<file path="src/design/stpt_ram.sv">
// generic simple dual-port ram with registered read
`timescale 1ns / 1ps

module stpt_ram #(
  parameter int unsigned WIDTH = 1,
  parameter int unsigned DEPTH = 16
) (
  input  logic                     clk,
  input  logic                     we,
  input  logic [$clog2(DEPTH)-1:0] waddr,
  input  logic [WIDTH-1:0]         wdata,
  input  logic                     re,
  input  logic [$clog2(DEPTH)-1:0] raddr,
  output logic [WIDTH-1:0]         rdata
);

  logic [WIDTH-1:0] mem [DEPTH];

  always_ff @(posedge clk) begin
    if (we) begin
      mem[waddr] <= wdata;
    end
    if (re) begin
      rdata <= mem[raddr];
    end
  end

endmodule

</file>
<file path="config.mk">
export PLATFORM = sky130hd
export DESIGN_NAME = stpt_ram
export DESIGN_NICKNAME = d
export VERILOG_FILES = /design/src/design/stpt_ram.sv
export SDC_FILE = /design/constraint.sdc
export NUM_CORES = 1
export LEC_CHECK = 0
export ABC_CLOCK_PERIOD_IN_PS = 1450
export CORE_MARGIN = 2
export CORE_UTILIZATION = 49
export CTS_CLUSTER_DIAMETER = 100
export DETAILED_ROUTE_END_ITERATION = 12
export DONT_BUFFER_PORTS = 1
export PLACE_DENSITY_LB_ADDON = 0.3
export REMOVE_ABC_BUFFERS = 1
export SLEW_MARGIN = 20
export SYNTH_ARGS = -nofsm -noshare
export SYNTH_HDL_FRONTEND = slang
export SYNTH_SLANG_ARGS = --single-unit
</file>
<file path="constraint.sdc">
create_clock -name clk -period 1.45 [get_ports clk]
set_input_delay 0.0725 -clock clk [delete_from_list [all_inputs] [get_ports clk]]
set_output_delay 0.0725 -clock clk [all_outputs]
set_load 0.02 [all_outputs]
</file>
== Word-level counts from Yosys, hierarchy flattened ==
Memory sizes are Yosys's and may differ from the RTL's. A register that Yosys moved wholly into a read port is not among the register bits.
Cells that the tools add are included.

* Output and inout bits: 1
* Bits in registers: 0
* Bits in writable memories: 16
* Memories kept: 1
* Bits of input ports: 12
* Word-level logic and storage cells: 3

{| class="wikitable"
|+ Memory list
! name !! words !! bits a word !! read ports !! clocked after memory_dff !! write ports !! line !! text
|-
| mem || 16 || 1 || 1 || 1 || 1 || 17 || <nowiki>logic [WIDTH-1:0] mem [DEPTH];</nowiki>
|}

* Multiplexer cells: 2

{| class="wikitable"
|+ Operator list
! cell !! count
|-
| $mux W1 || 2
|}

== Depth between registers and ports, before layout ==
Gate-level depths: netlist (run 1).

* Word-level depth: 2
* Mapped depth: 3
* Depth with buffers taken out: 3

== Worst setup path before layout (run 1) ==
OpenSTA, ideal clock, no wires.

* Path kind: reg2reg
* Start point: memory mem[13]
* End point: register rdata (read register of mem) (data pin)
* Buffers on the path: 0
* Period minus slack after synthesis: 1274 ps
* Required time: 1189 ps
* Setup time: 261 ps
* Arrival time: 1013 ps
* Cell stages (with the launch flop): 4
* Setup slack: 176 ps
* Cells stage by stage: edfxtp_1 > mux4_1 > mux2i_1 > mux2i_1

{| class="wikitable"
|+ RTL lines
! element !! line !! text
|-
| start, declared || 17 ||
|-
| end, declared || 14 || <nowiki>output logic [WIDTH-1:0] rdata</nowiki>
|}

== Worst setup path after layout (run 1) ==
* Start point: input port waddr[0]
* End point: memory mem[4], enable pin

{| class="wikitable"
|+ RTL lines
! element !! line !! text
|-
| start, declared || 10 || <nowiki>input logic [$clog2(DEPTH)-1:0] waddr,</nowiki>
|}

No word-level cell before the write port.

==> results.txt, run 1 <==
Status - complete, no violations
Gr ovfl total - 0
Max_slew headroom - 0.6881
Fin crit period - 1.416 ns
Clock Path Buffers - 2
Gr usage total - 0.1407
Mapped Cells - 47
Lkg Pwr - 0.2901 nW
Share of cells above drive strength 1 - 0.08772
Peak supply drop - 0.7994 mV
Area grow syn2layout - 14.74%
Crit-path most repeated cell - dlygate4sd3_1
Post-Syn Area - 755.7 um2
Post-Synth XOR/XNOR Area - 0
CTS tree - done
Vias - 416
Die ar. - 1872 um2
TritonCTS buffer count - 3
Worst-Margin Slew - 0.4664 ns
Synth top area share - 0.6755
Unrepaired setup endpoints after global routing - false
DR iter-0 viols - 10
Final Hold Viols - 0
Largest family of logic cells by synthesized area - multiplexers
Largest stage delay, worst path - 0.59 ns
Drt first pass iters - 4
Crit path max fanout - 4
Clock latency at the later pin of the worst-skew pair - 0.27 ns
Detailed placement HPWL - 855.7 um
Initial antenna violation count - 0
Antenna diodes - 0
Worst path required time - 1.44 ns
Critical Path Slowest Stage Cell - dlygate4sd3_1
Most used DFF post-synth - edfxtp_1
Fin cells - 73
Hold Crit Class - primary input to flop
Slew Viols, Final - 0
Core area - 1471 um2
Synth area leader - edfxtp_1
Die X - 43.27 um
Post-synth EDFFs - 17
Die H - 43.27 um
CP startpoint kind - primary input
# rows - 14
Power Dens Cells - 982.5 nW/um2
Final setup fails - 0
Synthesized area per cell - 16.08 um2
Synth Area in Adders - 0
Largest net degree at the start of global routing - 17
Setup WS post-layout - 0.03355 ns
ANT nets after route - 0
Fraction of the yosys area taken by sequential cells - 0.6755
Share of flip-flops with an asynchronous set or reset - 0
Post-CTS setup buffer count - 0
Synth Area in Simple Gates - 0.1457
Multi-input logic area - 250.2 um2
Worst-path clk slew - 0.09 ns
Vias in the first global route - 468
DRC - 0
Placed cells - 63
Netlist cell types - 10
Most common cell in the netlist - edfxtp_1
Register bit total from synthesis - 17
Pre-CTS setup slack - 0.07882 ns
Achievable Freq - 0.7060 GHz
CP Class - primary input to flop
Nets - 70
Synth warn - 0
Mux share of post-synthesis cell area - 0.1788
Top cells by area, synth - edfxtp_1 68%, mux4_1 14%, nor2_1 6.0%, mux2i_1 4.0%, nor3_1 2.6%
First-pass GRT wire length - 1876 um
Final TNS setup - 0 ns
FF/Latch Area - 510.5 um2
Sink Count - 17
# IOs - 13
Vias/cell - 5.699
H-tree levels - 1
Design Power - 0.0008519 W
Critical Path End Type - flop
Drt total wl - 1128 um
Placed Area - 775.7 um2
Fillers - 124
Post-route cell area - 867.1 um2
Post-synth top cells - 17 x edfxtp_1, 12 x nor2_1, 4 x mux4_1, 4 x nor3_1, 3 x mux2i_1
Critical path arrival - 1.41 ns
Tcrit/Tclk final - 0.9769
Port Buffers - 0
Max cap viols - 0
Worst path cell trace - dlygate4sd3_1 > nor3_2 > dlygate4sd3_1
DR WL/cell - 15.45 um
Worst clock skew - 0.004641 ns
Gpl congestion - 0.7098
Initial Util - 0.5136
CTS Root Cell - clkbuf_4
Compound-Gate Fraction of Synth Area - 0
layout by cell type, fill, tap and decap left out, drive strengths merged:
cell type    count
clkbuf           4
dlygate4sd3      6
edfxtp          17
mux2i            3
mux4             4
nand2            1
nand2b           2
nand3            1
nand3b           2
nor2            12
nor3             4
or3b             1
power by group:
part	total [W]	internal (W)	switching, W
Combinational	0.0000580	0.0000322	0.0000257
Clock	0.000235	0.000106	0.000128
Sequential	0.000559	0.000553	0.00000610
critical path: cells and delay by family:
family,cells,cell delay [ns]
buffers and inverters,2,1.17
and+or+nand+nor,1,0.16
metrics by stage:
step / utilization / hold slack, ns
after global routing: 0.5893 / 0.09127
final: 0.5893 / 0.09414
after floorplan: - / 0.1714
after global placement: 0.5272 / 0.1721
after CTS: 0.5791 / 0.01161
after detailed placement: 0.5272 / 0.1721
registers in the layout, indices dropped and copies added, names as in the netlist:
name / count
rdata: 1
mem: 16
routing by layer:
layer	track usage	up-vias	part of all wire	wire length, um
met3	0.02979	0	0.085	96
met5	0	-	0	0
met1	0.1541	194	0.39	441
met2	0.2687	16	0.52	590
met4	0.03636	0	0	0
li1	-	206	-	-
final timing paths:
check / cells past startpoint / from / to / slack [ns]
hold / removal: 2 / raddr[3] / rdata / 0.09
setup reg to reg: 3 / mem[5] / rdata / 0.09
hold reg to reg: 3 / mem[15] / rdata / 0.84
setup / recovery: 3 / waddr[0] / mem[4] / 0.03
what timing repair did:
| action | 4_1_cts | 5_1_grt |
|---|---|---|
| hold buffers | 5 | 1 |
| hold endpoints to repair | 21 | 1 |
| gates resized for setup | 0 | 1 |
| endpoints found under the setup margin | 0 | 1 |
cells by family (layout without fill, tap and decap cells):
logic type    count (synthesis)  after routing
mux                           7              7
buf+inv                       0             10
flops                        17             17
simple gates                 23             23
cell type report:
| class | instances | area share |
|---|---|---|
| Sequential cell | 17 | 0.5887 |
| Multi-Input combinational cell | 30 | 0.2886 |
| Timing Repair Buffer | 6 | 0.06926 |
| Clock buffer | 4 | 0.03030 |
| Tap cell | 16 | 0.02309 |
Power figures use the tool's default switching activity.
==> run 2: changes to the inputs <==
--- a/config.mk
+++ b/config.mk
@@ -5,7 +5,7 @@
 export SDC_FILE = /design/constraint.sdc
 export NUM_CORES = 1
 export LEC_CHECK = 0
-export ABC_CLOCK_PERIOD_IN_PS = 1450
+export ABC_CLOCK_PERIOD_IN_PS = 1830
 export CORE_MARGIN = 2
 export CORE_UTILIZATION = 49
 export CTS_CLUSTER_DIAMETER = 100
@@ -13,6 +13,7 @@
 export DONT_BUFFER_PORTS = 1
 export PLACE_DENSITY_LB_ADDON = 0.3
 export REMOVE_ABC_BUFFERS = 1
+export SETUP_SLACK_MARGIN = 0.02
 export SLEW_MARGIN = 20
 export SYNTH_ARGS = -nofsm -noshare
 export SYNTH_HDL_FRONTEND = slang
==> constraint.sdc (replaced) <==
create_clock -name clk -period 1.83 [get_ports clk]
set_input_delay 0.0915 -clock clk [delete_from_list [all_inputs] [get_ports clk]]
set_output_delay 0.0915 -clock clk [all_outputs]
set_load 0.02 [all_outputs]
==> run 2 against run 1 <==
Highest routed layer unchanged; sequential share of layout area increased by 1.0 points; total power down 21%; sequential power shrank 21%; die area unchanged; worst setup slack gained 0.36 ns; clock power decreased by 21%; clock skew down 0.00089 ns; via count is 0.48% higher; cell count fell by 1.4%.
==> results.txt, run 2 (same netlist as run 1, synthesis figures left out) <==
Worst Hold Depth - 1 (-1)
Post-Route Utilization - 0.5791 (-0.01020)
Area grow syn2layout - 12.75%
Final setup fails - 0 (unchanged)
CTS Root Cell - clkbuf_4
Initial antenna violation count - 0 (unchanged)
Vias in the first global route - 437 (-6.6%)
Commonest non-fill, non-tap cells in the layout - 17 x edfxtp_1, 12 x nor2_1, 5 x dlygate4sd3_1
DR iter-0 viols - 11 (+1)
Crit-path most repeated cell - dlygate4sd3_1
FF-to-FF path depth - 3 (unchanged)
Vias/cell - 5.806 (+1.9%)
CTS tree - done
Largest stage delay, worst path - 0.59 ns (about the same)
Max FFs per register - 16 (unchanged)
Slew Viols, Final - 0 (unchanged)
Die H - 43.27 um (unchanged)
CP Buf/Inv Count - 2 (unchanged)
Worst-path clk slew - 0.09 ns (about the same)
Largest net degree at the start of global routing - 17 (unchanged)
Placed Area - 775.7 um2 (unchanged)
Drt total wl - 1128 um (unchanged)
Gr usage total - 0.1317 (-0.009017)
# IOs - 13 (unchanged)
Lkg Pwr - 0.2848 nW (-1.9%)
Most flops, register - mem
Core area - 1471 um2 (unchanged)
Achievable Freq - 0.6956 GHz
Power Dens Cells - 787.4 nW/um2 (-20%)
Most common cell after layout, fill and taps aside - edfxtp_1
Antenna diodes - 0 (unchanged)
Slack of the worst reg-to-reg path - 0.47 ns (+0.38 ns)
Design Power - 0.0006710 W (-21%)
CP startpoint kind - primary input
CP Class - primary input to flop
TritonCTS buffer count - 3 (unchanged)
# rows - 14 (unchanged)
First-pass GRT wire length - 1752 um (-6.6%)
R2R Path Start - mem[5]
Critical path arrival - 1.43 ns (+0.02 ns)
Status - complete, no violations
Vias - 418 (+0.48%)
Hold buffer count at CTS - 2 (-3)
Final Hold Viols - 0 (unchanged)
Post-CTS setup buffer count - 0 (unchanged)
Gpl congestion - 0.7098 (unchanged)
Clock Path Buffers - 2 (unchanged)
Detailed placement HPWL - 855.7 um (unchanged)
DR WL/cell - 15.67 um (+1.4%)
Port Buffers - 0 (unchanged)
Die X - 43.27 um (unchanged)
Drt first pass iters - 4 (unchanged)
Hold path endpoint - mem[0]
H-tree levels - 1 (unchanged)
Worst path required time - 1.82 ns (+0.38 ns)
Critical Path Slowest Stage Cell - dlygate4sd3_1
Final TNS setup - 0 ns (unchanged)
ANT nets after route - 0 (unchanged)
Cts repair resizes - 0 (unchanged)
Largest delay share family, worst path - buffers and inverters
Hold Crit Class - primary input to flop
RR Endpoint - rdata
Peak supply drop - 0.6282 mV (-21%)
Max cap viols - 0 (unchanged)
Fillers - 126 (+1.6%)
Crit path max fanout - 5 (+1)
Worst-Margin Slew - 0.4554 ns (-0.01101 ns)
Pre-CTS setup slack - 0.4588 ns (+0.3800 ns)
Post-route cell area - 852.1 um2 (-1.7%)
Gr ovfl total - 0 (unchanged)
Initial Util - 0.5136 (unchanged)
Max_slew headroom - 0.6954 (+0.007361)
Top flop regs - mem (16), rdata (1)
Sink Count - 17 (unchanged)
Clock latency at the later pin of the worst-skew pair - 0.27 ns (about the same)
Hold Crit Start - waddr[0]
Fin crit period - 1.438 ns
Nets - 69 (-1.4%)
Die ar. - 1872 um2 (unchanged)
DRC - 0 (unchanged)
Worst path cell trace - dlygate4sd3_1 > nor3_1 > dlygate4sd3_1
Setup WS post-layout - 0.3925 ns (+0.3589 ns)
Unrepaired setup endpoints after global routing - false
Worst clock skew - 0.003753 ns (-0.0008883 ns)
Critical Path End Type - flop
Tcrit/Tclk final - 0.7855
Share of cells above drive strength 1 - 0.07143 (-0.01629)
==> run 2: cell types whose count changed in the layout (fill, tap and decap cells not counted) <==
cell           delta
dlygate4sd3_1     -1
nor3_1            +1
nor3_2            -1
==> run 2: layout make-up <==
| class | instances | area (um2) | area share |
|---|---|---|---|
| multi-input combinational | 30 | 245.2 | 0.2878 |
| tap | 16 | 20.02 | 0.02349 |
| timing repair buffer | 5 | 50.05 | 0.05874 |
| clock buffer | 4 | 26.28 | 0.03084 |
| sequential | 17 | 510.5 | 0.5991 |
==> run 2: layer usage <==
layer / share of wire / vias up / GRT usage
met2: 0.53 / 16 / 0.2448
met5: 0 / - / 0
met4: 0 / 0 / 0.03636
li1: - / 203 / -
met3: 0.077 / 0 / 0.03830
met1: 0.39 / 199 / 0.1424
==> run 2: where the power goes <==
part           leakage (nW)  total [W]  internal (W)  switching, W
clock network        0.0150   0.000185     0.0000842      0.000101
logic                 0.115  0.0000427     0.0000240     0.0000186
registers             0.154   0.000443      0.000438    0.00000483
total                 0.285   0.000671      0.000547      0.000124
==> run 2: worst reg2reg max path, stage by stage (launching register included) <==
cell	delay (ns)
edfxtp_1	0.38
mux4_1	0.52
mux2i_1	0.14
mux2i_1	0.08
==> run 2: stage by stage <==
stage	hold WS (ns)	std cells
after floorplan	0.1904	47
after global placement	0.1911	63
after detailed placement	0.1911	63
after CTS	0.006350	69
after global routing	0.002544	72
final	0.01355	72
==> run 2: how the worst max path moves through the flow <==
stage	from	to	slack (ns)	cells past startpoint
after floorplan	mem[13]	rdata	0.56	3
after global placement	mem[13]	rdata	0.51	3
after detailed placement	mem[5]	rdata	0.46	3
after CTS	mem[5]	rdata	0.45	3
after global routing	waddr[0]	mem[4]	0.36	3
final	waddr[0]	mem[4]	0.39	3
==> run 3: changes to the inputs <==
--- a/config.mk
+++ b/config.mk
@@ -5,7 +5,7 @@
 export SDC_FILE = /design/constraint.sdc
 export NUM_CORES = 1
 export LEC_CHECK = 0
-export ABC_CLOCK_PERIOD_IN_PS = 1830
+export ABC_CLOCK_PERIOD_IN_PS = 1200
 export CORE_MARGIN = 2
 export CORE_UTILIZATION = 49
 export CTS_CLUSTER_DIAMETER = 100
==> constraint.sdc (replaced) <==
create_clock -name clk -period 1.2 [get_ports clk]
set_input_delay 0.06 -clock clk [delete_from_list [all_inputs] [get_ports clk]]
set_output_delay 0.06 -clock clk [all_outputs]
set_load 0.02 [all_outputs]
==> run 3 against run 2 <==
Via count is 1.9% lower; sequential share of layout area is 1.1 points higher; highest routed layer unchanged; final area is 1.8% lower; utilization is 1.0 points lower; critical path depth stayed put; global-route usage is 0.98 points higher; largest power group unchanged; the run now ends with negative setup slack left; clock skew is 0.00051 ns lower.
==> results.txt, run 3 (same netlist as run 1, synthesis figures left out) <==
Max FFs per register - 16 (unchanged)
Vias - 410 (-1.9%)
Final setup fails - 1 (+1)
Hold Crit Class - primary input to flop
Die ar. - 1872 um2 (unchanged)
Die X - 43.27 um (unchanged)
Fillers - 127 (+0.79%)
Unrepaired setup endpoints after global routing - true
Top flop regs - mem (16), rdata (1)
Fin cells - 72 (unchanged)
FF/Latch Area - 510.5 um2 (unchanged)
Drt total wl - 1161 um (+2.9%)
TritonCTS buffer count - 3 (unchanged)
Vias/cell - 5.694 (-1.9%)
R2R Path Start - mem[7]
Crit path max fanout - 1 (-4)
DRC - 0 (unchanged)
Detailed placement HPWL - 855.7 um (unchanged)
Max_slew headroom - 0.6905 (-0.004951)
Antenna diodes - 0 (unchanged)
Post-CTS setup buffer count - 0 (unchanged)
DR WL/cell - 16.13 um (+2.9%)
Nets - 69 (unchanged)
DR iter-0 viols - 12 (+1)
Worst-Margin Slew - 0.4628 ns (+0.007402 ns)
CTS Root Cell - clkbuf_4
Failing checks - negative setup slack
Most common cell after layout, fill and taps aside - edfxtp_1
FF-to-FF path depth - 3 (unchanged)
Initial Util - 0.5136 (unchanged)
Commonest non-fill, non-tap cells in the layout - 17 x edfxtp_1, 12 x nor2_1, 5 x dlygate4sd3_1
Slack of the worst reg-to-reg path - -0.13 ns (-0.60 ns)
Largest net degree at the start of global routing - 17 (unchanged)
Worst clock skew - 0.003244 ns (-0.0005085 ns)
Hold path endpoint - rdata
Power Dens Cells - 1229 nW/um2 (+56%)
CP startpoint kind - flop
Setup WS post-layout - -0.1294 ns (-0.5219 ns)
Core area - 1471 um2 (unchanged)
Die H - 43.27 um (unchanged)
Multi-input logic area - 230.2 um2 (-6.1%)
Final TNS setup - -0.1294 ns (-0.1294 ns)
CTS tree - done
Post-route cell area - 837.1 um2 (-1.8%)
Max cap viols - 0 (unchanged)
# rows - 14 (unchanged)
Clock Path Buffers - 2 (unchanged)
Tcrit/Tclk final - 1.108
Fin crit period - 1.329 ns
Area grow syn2layout - 10.76%
Critical Path End Type - flop
Gpl congestion - 0.7098 (unchanged)
Post-Route Utilization - 0.5689 (-0.01020)
Gr usage total - 0.1414 (+0.009791)
Worst Hold Depth - 2 (+1)
Worst-path clk slew - 0.09 ns (about the same)
First-pass GRT wire length - 1883 um (+7.5%)
Pre-CTS setup slack - -0.1712 ns (-0.6300 ns)
Achievable Freq - 0.7522 GHz
Initial antenna violation count - 0 (unchanged)
Share of cells above drive strength 1 - 0.1429 (+0.07143)
Lkg Pwr - 0.2656 nW (-6.7%)
Final Hold Viols - 0 (unchanged)
Critical path arrival - 1.36 ns (-0.07 ns)
Placed cells - 63 (unchanged)
Worst path required time - 1.23 ns (-0.59 ns)
Clock latency at the later pin of the worst-skew pair - 0.27 ns (about the same)
Gr ovfl total - 0 (unchanged)
Sink Count - 17 (unchanged)
Port Buffers - 0 (unchanged)
Status - finished, violations left
Slew Viols, Final - 0 (unchanged)
ANT nets after route - 0 (unchanged)
RR Endpoint - rdata
CP Class - flop to flop
Drt first pass iters - 3 (-1)
Placed Area - 775.7 um2 (unchanged)
H-tree levels - 1 (unchanged)
Most flops, register - mem
Hold Crit Start - raddr[3]
# IOs - 13 (unchanged)
Vias in the first global route - 452 (+3.4%)
Peak supply drop - 0.9581 mV (+53%)
## run 3: where the power goes
part / switching (W) / total [W] / internal, W
Clock: 0.000153 / 0.000282 / 0.000128
Sequential: 0.00000808 / 0.000677 / 0.000668
Combinational: 0.0000308 / 0.0000706 / 0.0000398
## run 3: routing by layer
metal | wire length (um) | global-route usage | up-vias
met2 | 570 | 0.2567 | 15
met4 | 0 | 0.03636 | 0
met1 | 488 | 0.1623 | 196
li1 | - | - | 199
met3 | 102 | 0.03830 | 0
met5 | 0 | 0 | -
## run 3: how the worst max path moves through the flow
stage	start	depth (start not counted)	endpoint
after floorplan	mem[13]	3	rdata
after global placement	mem[13]	3	rdata
after detailed placement	mem[5]	3	rdata
after CTS	mem[7]	3	rdata
after global routing	mem[7]	3	rdata
final	mem[7]	3	rdata
## run 3: timing repair
| item | CTS | global route |
|---|---|---|
| gates resized for setup | 3 | 1 |
| endpoints found under the setup margin | 1 | 1 |
| hold buffers | 5 | 0 |
| hold endpoints to repair | 22 | 0 |
## run 3: metrics by stage
step,hold WS (ns),power (W)
after floorplan,0.1589,0.0007287
after global placement,0.1596,0.0007342
after detailed placement,0.1596,0.0007370
after CTS,0.08318,0.001036
after global routing,0.07874,0.001077
final,0.07971,0.001029
## run 3: area by class of cell
cell class,count,share of cell area
clock buffers,4,0.03139
multi-input cells,30,0.2750
well taps,16,0.02392
flip-flops and latches,17,0.6099
repair buffers,5,0.05979
## run 3: critical path, stage by stage (launching register included)
cell      delay, ns
edfxtp_1       0.39
mux4_2         0.48
mux2i_1        0.13
mux2i_1        0.08
